File: src/rtl/skc_pkg.sv
package skc_pkg;

    localparam int DEFAULT_CAPACITY = 16;
    localparam int KEY_W            = 32;

    // operation codes
    typedef enum logic [1:0] {
        OP_INSERT = 2'd0,
        OP_DELETE = 2'd1,
        OP_SEARCH = 2'd2
    } t_opcode;

    // result status codes
    typedef enum logic [1:0] {
        ST_OK   = 2'd0,
        ST_DUP  = 2'd1,
        ST_MISS = 2'd2,
        ST_FULL = 2'd3
    } t_status;

    // input beat
    typedef struct packed {
        logic [1:0]              opcode;
        logic signed [KEY_W-1:0] key;
    } t_in_beat;

    // output beat
    typedef struct packed {
        t_status    status;
        logic [3:0] rank;
        logic [4:0] entry_count;
    } t_out_beat;

    // command broadcast to every cell
    typedef struct packed {
        logic ins;
        logic del;
    } t_cell_cmd;

endpackage

File: src/rtl/skc_cell.sv
module skc_cell
    import skc_pkg::*;
(
    input  logic                    i_clk,
    input  logic                    i_rst_n,
    input  t_cell_cmd               i_cmd,
    input  logic signed [KEY_W-1:0] i_key,
    input  logic signed [KEY_W-1:0] i_left_key,
    input  logic                    i_left_valid,
    input  logic                    i_left_lt,
    input  logic signed [KEY_W-1:0] i_right_key,
    input  logic                    i_right_valid,
    output logic signed [KEY_W-1:0] o_key,
    output logic                    o_valid,
    output logic                    o_lt,
    output logic                    o_eq
);

    logic signed [KEY_W-1:0] r_key;
    logic signed [KEY_W-1:0] n_key;
    logic                    r_valid;
    logic                    n_valid;

    // compare own entry with the broadcast key
    assign o_lt    = r_valid && (r_key < i_key);
    assign o_eq    = r_valid && (r_key == i_key);
    assign o_key   = r_key;
    assign o_valid = r_valid;

    // insert shifts up from the left, delete shifts down from the right
    always_comb begin
        n_key   = r_key;
        n_valid = r_valid;
        if (i_cmd.ins) begin
            n_valid = r_valid | i_left_valid;
            if (!o_lt) begin
                n_key = i_left_lt ? i_key : i_left_key;
            end
        end else if (i_cmd.del) begin
            n_valid = i_right_valid;
            if (!o_lt) begin
                n_key = i_right_key;
            end
        end
    end

    // occupancy bit
    always_ff @(posedge i_clk) begin
        if (!i_rst_n) begin
            r_valid <= 1'b0;
        end else begin
            r_valid <= n_valid;
        end
    end

    // key storage
    always_ff @(posedge i_clk) begin
        r_key <= n_key;
    end

endmodule

File: src/rtl/sorted_key_set_core.sv
// channel | direction | handshake                 | payload
// input   | in        | i_in_valid / o_in_stall   | i_in_data  (opcode, key)
// output  | out       | o_out_valid / i_out_stall | o_out_data (status, rank, entry_count)
//
// an accepted beat waits in the pending register and is executed by the whole row
// of cells at once (compare, rank encode, shift) once the output register is free,
// so one beat per cycle is sustained while the output is not stalled
// the output register holds a result while i_out_stall is high; the input
// stalls only while a pending beat cannot execute into a busy output register
// reset clears the occupancy bits, count and handshake state
module sorted_key_set_core
    import skc_pkg::*;
#(
    parameter int CAPACITY = DEFAULT_CAPACITY
) (
    input  logic      i_clk,
    input  logic      i_rst_n,
    input  logic      i_in_valid,
    output logic      o_in_stall,
    input  t_in_beat  i_in_data,
    output logic      o_out_valid,
    input  logic      i_out_stall,
    output t_out_beat o_out_data
);

    localparam int CW = $clog2(CAPACITY + 1);
    localparam int PW = $clog2(CAPACITY);

    logic                    r_pend;
    logic [1:0]              r_op;
    logic signed [KEY_W-1:0] r_key;
    logic [CW-1:0]           r_count;
    logic [CW-1:0]           n_count;
    logic                    r_out_valid;
    t_out_beat               r_out;
    t_out_beat               n_out;

    logic                    w_exec;
    logic                    w_accept;
    logic                    w_present;
    logic                    w_full;
    t_cell_cmd               w_cmd;
    t_status                 w_status;
    logic [PW-1:0]           w_pos;
    logic [PW+3:0]           w_rank_ext;
    logic [CW+4:0]           w_cnt_ext;

    logic signed [KEY_W-1:0] w_key   [CAPACITY];
    logic [CAPACITY-1:0]     w_valid;
    logic [CAPACITY-1:0]     w_lt;
    logic [CAPACITY-1:0]     w_eq;
    logic [CAPACITY-1:0]     w_bound;

    // handshake
    assign w_exec     = r_pend && (!r_out_valid || !i_out_stall);
    assign o_in_stall = r_pend && !w_exec;
    assign w_accept   = i_in_valid && !o_in_stall;

    // pending beat register
    always_ff @(posedge i_clk) begin
        if (!i_rst_n) begin
            r_pend <= 1'b0;
        end else if (w_accept) begin
            r_pend <= 1'b1;
        end else if (w_exec) begin
            r_pend <= 1'b0;
        end
    end

    always_ff @(posedge i_clk) begin
        if (w_accept) begin
            r_op  <= i_in_data.opcode;
            r_key <= i_in_data.key;
        end
    end

    // row of cells
    for (genvar g = 0; g < CAPACITY; g++) begin : g_cell
        logic signed [KEY_W-1:0] w_lkey;
        logic signed [KEY_W-1:0] w_rkey;
        logic                    w_lvalid;
        logic                    w_llt;
        logic                    w_rvalid;

        if (g == 0) begin : g_first
            assign w_lkey   = '0;
            assign w_lvalid = 1'b1;
            assign w_llt    = 1'b1;
            assign w_bound[g] = !w_lt[g];
        end else begin : g_mid
            assign w_lkey   = w_key[g-1];
            assign w_lvalid = w_valid[g-1];
            assign w_llt    = w_lt[g-1];
            assign w_bound[g] = !w_lt[g] && w_lt[g-1];
        end

        if (g == CAPACITY - 1) begin : g_last
            assign w_rkey   = '0;
            assign w_rvalid = 1'b0;
        end else begin : g_inner
            assign w_rkey   = w_key[g+1];
            assign w_rvalid = w_valid[g+1];
        end

        skc_cell u_cell (
            .i_clk         (i_clk),
            .i_rst_n       (i_rst_n),
            .i_cmd         (w_cmd),
            .i_key         (r_key),
            .i_left_key    (w_lkey),
            .i_left_valid  (w_lvalid),
            .i_left_lt     (w_llt),
            .i_right_key   (w_rkey),
            .i_right_valid (w_rvalid),
            .o_key         (w_key[g]),
            .o_valid       (w_valid[g]),
            .o_lt          (w_lt[g]),
            .o_eq          (w_eq[g])
        );
    end

    // insertion point: index of the edge in the less-than thermometer
    always_comb begin
        w_pos = '0;
        for (int i = 0; i < CAPACITY; i++) begin
            if (w_bound[i]) begin
                w_pos = w_pos | PW'(i);
            end
        end
    end

    assign w_present = |w_eq;
    assign w_full    = (r_count == CW'(CAPACITY));

    // decide the operation
    always_comb begin
        case (r_op)
            OP_INSERT: w_status = w_present ? ST_DUP : (w_full ? ST_FULL : ST_OK);
            OP_DELETE: w_status = w_present ? ST_OK : ST_MISS;
            OP_SEARCH: w_status = w_present ? ST_OK : ST_MISS;
            default:   w_status = ST_MISS;
        endcase
    end

    assign w_cmd.ins = w_exec && (r_op == OP_INSERT) && (w_status == ST_OK);
    assign w_cmd.del = w_exec && (r_op == OP_DELETE) && (w_status == ST_OK);

    // entry count
    always_comb begin
        n_count = r_count;
        if (w_cmd.ins) begin
            n_count = r_count + CW'(1);
        end else if (w_cmd.del) begin
            n_count = r_count - CW'(1);
        end
    end

    always_ff @(posedge i_clk) begin
        if (!i_rst_n) begin
            r_count <= '0;
        end else begin
            r_count <= n_count;
        end
    end

    // result beat
    assign w_rank_ext = (PW+4)'(w_pos);
    assign w_cnt_ext  = (CW+5)'(n_count);

    always_comb begin
        n_out.status      = w_status;
        n_out.rank        = (w_status == ST_OK) ? w_rank_ext[3:0] : 4'd0;
        n_out.entry_count = w_cnt_ext[4:0];
    end

    // output register
    always_ff @(posedge i_clk) begin
        if (!i_rst_n) begin
            r_out_valid <= 1'b0;
        end else if (w_exec) begin
            r_out_valid <= 1'b1;
        end else if (!i_out_stall) begin
            r_out_valid <= 1'b0;
        end
    end

    always_ff @(posedge i_clk) begin
        if (w_exec) begin
            r_out <= n_out;
        end
    end

    assign o_out_valid = r_out_valid;
    assign o_out_data  = r_out;

endmodule

File: config.mk
export PLATFORM = sky130hd
export DESIGN_NAME = sorted_key_set_core
export DESIGN_NICKNAME = d
export VERILOG_FILES = /design/src/rtl/skc_pkg.sv /design/src/rtl/skc_cell.sv /design/src/rtl/sorted_key_set_core.sv
export SDC_FILE = /design/constraint.sdc
export NUM_CORES = 2
export LEC_CHECK = 0
export ABC_AREA = 1
export BUFFER_PORTS_ARGS = -buffer_cell sky130_fd_sc_hd__clkbuf_2
export CAP_MARGIN = 20
export CORE_ASPECT_RATIO = 1.5
export CORE_MARGIN = 1.5
export CORE_UTILIZATION = 45
export DETAILED_ROUTE_END_ITERATION = 10
export PLACE_DENSITY = 0.7
export SLEW_MARGIN = 20
export SYNTH_ARGS = -nofsm -noshare
export SYNTH_HDL_FRONTEND = slang
export SYNTH_SLANG_ARGS = --single-unit
File: constraint.sdc
create_clock -name i_clk -period 13.35 [get_ports i_clk]
set_input_delay 2.67 -clock i_clk [delete_from_list [all_inputs] [get_ports i_clk]]
set_output_delay 2.67 -clock i_clk [all_outputs]
set_load 0.02 [all_outputs]
==> metrics <==
crit path kind=register to register; dominant register cell in the synthesized netlist=edfxtp_1; Final #Nets=5186; post-synth top area cell=edfxtp_1; Tcrit/Tclk final=0.4727; CTS tree=built; WHS=0.4977 ns; Post-route DRC=0; Yosys top cell area share=0.4205; first-pass GRT wire length=173.4 mm; Syn. warnings=0; Mapped Nets=5274; CTS HTree Levels=2; Post-synth EDFFs=557; GR met3 Demand/Resource=0.02017; Hold Crit Start=r_pend; clock latency on the worst-skew pair=0.65 ns; CTS root buffer=clkbuf_16; DR pass1 iterations=5; CP endpoint kind=register; routed vias=33440; Slew HR=0.2934; Top Usage Layer GRT=met2; Layout Skew=0.01673 ns; gr ovfl total=0; Max Cap Viol=0; Final Power=4173 uW; Syn-to-layout area delta=7.147%; WL final=110.3 mm; FMAX=158.5 MHz; postcts setup bufs=0; hold_buf cts=0; crit start category=register; TritonCTS Sinks=580; Pleak=0.01620 uW; # rows=133; crit-path max FO=105; Clock transition at path regs=0.07 ns; #FFs+latches synth=580; most frequent cell after synthesis=a21oi_1; GPL Wtd Cong=0.8576; unique cell type count in the Yosys netlist=31; fraction of layout cells with a size suffix above 1=0.04958; endpoints failing hold=0; pwr/cell area=97.90 nW/um2; core area=87530 um2; most frequent cells after synthesis=a21oi_1 (1168), nand2_1 (1000), nor2_1 (677); CTS buffer count=57; global routing usage on met2=0.4340; Max Buffers Root-to-Sink=3; Worst Tran Pin Value=1.057 ns; Post-Syn Area=39780 um2; die width=245.8 um; cts repair resizes=0; Worst Path Arrival=6.79 ns; Final TNS setup=0 ns; placed insts=5718; max-slew violation count=0; Period minus WS final=6.310 ns; Final Non-Filler Cells=5826; Multi-input gate area=20990 um2; antenna viol nets, final=0; RSZ-0062 raised after global routing=no; initial antenna violation count=0; CP Data Required Time=13.83 ns; largest net degree at the start of global routing=148; DP Area=40770 um2; syn_area_per_cell=8.429 um2; fin area=42620 um2; Total GRT Usage=0.2386; Port Buffer Count=50; die area=90220 um2; CP Launch Point=r_key[9]; routed len/inst=18.93 um; M1 GR Usage=0.2753; number of global-route vias before repair=32960; filler cell count in the final layout=8264; Cells after Synth=4719; DP HPWL=81.81 mm; die height=367.1 um; Finish-stage setup viols=0; FFs w/ async S/R, synth=0; DR vias/cell=5.740; status=complete, no violations; I/O Pins=51; Area contributors post-synth=edfxtp_1 (42%), ha_1 (16%), a21oi_1 (15%); Sequential cell area=17190 um2; maximum VDD drop=0.08888 mV; sequential fraction of the synthesis area=0.4321; Worst Hold Class=register to register; number of DRC markers in iteration 0=2610; r2r startpoint=r_key[9]; n_diodes=0; Initial Util=0.4544
## metal layers
| layer | vias up | part of all wire |
|---|---|---|
| met5 | - | 0 |
| met4 | 0 | 0.054 |
| met3 | 249 | 0.042 |
| met2 | 1000 | 0.52 |
| met1 | 15790 | 0.39 |
| li1 | 16400 | - |
## metrics by stage
stage,worst slack (ns),util
after detailed placement,6.557,0.4657
after global placement,6.779,0.4657
after CTS,6.938,0.4867
final,7.040,0.4869
after floorplan,7.098,-
after global routing,6.680,0.4869
## where the power goes
group	total (uW)	switching, uW	leakage (uW)	internal, uW
Combinational	437	295	0.0100	143
Clock	1640	736	0.000891	907
Sequential	2090	57.0	0.00526	2030
## flip-flops by register name, summed over array words and instances (netlist names)
register and count:
r_count 5, r_op 2, g_cell.u_cell.o_key 512, o_out_data 11
r_pend 1, r_key 32, o_out_valid 1, g_cell.u_cell.o_valid 16
## worst paths after layout
check	endpoint	slack, ns	cells after the start
setup / recovery	g_cell[6].u_cell.o_key[18]	7.04	18
hold / removal	o_out_valid	0.50	2
setup reg to reg	g_cell[6].u_cell.o_key[18]	7.04	18
hold reg to reg	o_out_valid	0.50	2
## worst max-delay path: stages (launching register included)
cell and delay, ns:
edfxtp_1 0.86, inv_1 0.63, ha_1 0.49, nand2_1 0.09, nor2_1 0.05, nand2_1 0.08, nor2_1 0.05, nand2_1 0.09
nand2_1 0.07, nor2_1 0.24, nand2_1 0.17, nor2_2 0.35, a21oi_4 0.12, nand3_4 0.30, buf_4 0.52, buf_4 0.84
buf_6 0.74, a21oi_1 0.10, a21oi_1 0.19
## cells in the final DEF, fill, tap and decap left out, types with 3 or more instances in the layout
| cell | n |
|---|---|
| clkinv_2 | 5 |
| inv_1 | 145 |
| ha_1 | 517 |
| o21ai_0 | 179 |
| nand2_1 | 1000 |
| nor2_4 | 17 |
| o21a_1 | 18 |
| clkbuf_2 | 50 |
| nor2_1 | 652 |
| clkbuf_1 | 14 |
| buf_4 | 41 |
| xor2_1 | 5 |
| dfxtp_1 | 23 |
| nor3_1 | 4 |
| a211oi_1 | 5 |
| nor2_2 | 11 |
| a21oi_1 | 1168 |
| bufinv_16 | 3 |
| clkinv_1 | 16 |
| nand3_1 | 69 |
| clkbuf_8 | 8 |
| edfxtp_1 | 557 |
| nand4_1 | 12 |
| a21oi_2 | 20 |
| nand3b_1 | 12 |
| clkbuf_16 | 59 |
| o21ai_1 | 32 |
| inv_2 | 4 |
| o211ai_1 | 15 |
## cell families after synthesis
family / Yosys count / synth area share
AO/OA/AOI/OAI: 1444 / 0.1864
XOR/XNOR: 5 / 0.001101
adder cells (fa/ha/maj): 517 / 0.1626
buffers and inverters: 392 / 0.04492
flip-flops: 580 / 0.4321
AND/OR/NAND/NOR: 1781 / 0.1729
## area by class of cell
type	instances	area share
timing repair buffer	94	0.01418
inverter	151	0.01348
sequential	580	0.4033
multi-input combinational	3747	0.4924
clock buffer	81	0.03846
tap	1147	0.03367
clock inverter	26	0.004580
No activity file was read; power rests on OpenSTA's default activity.
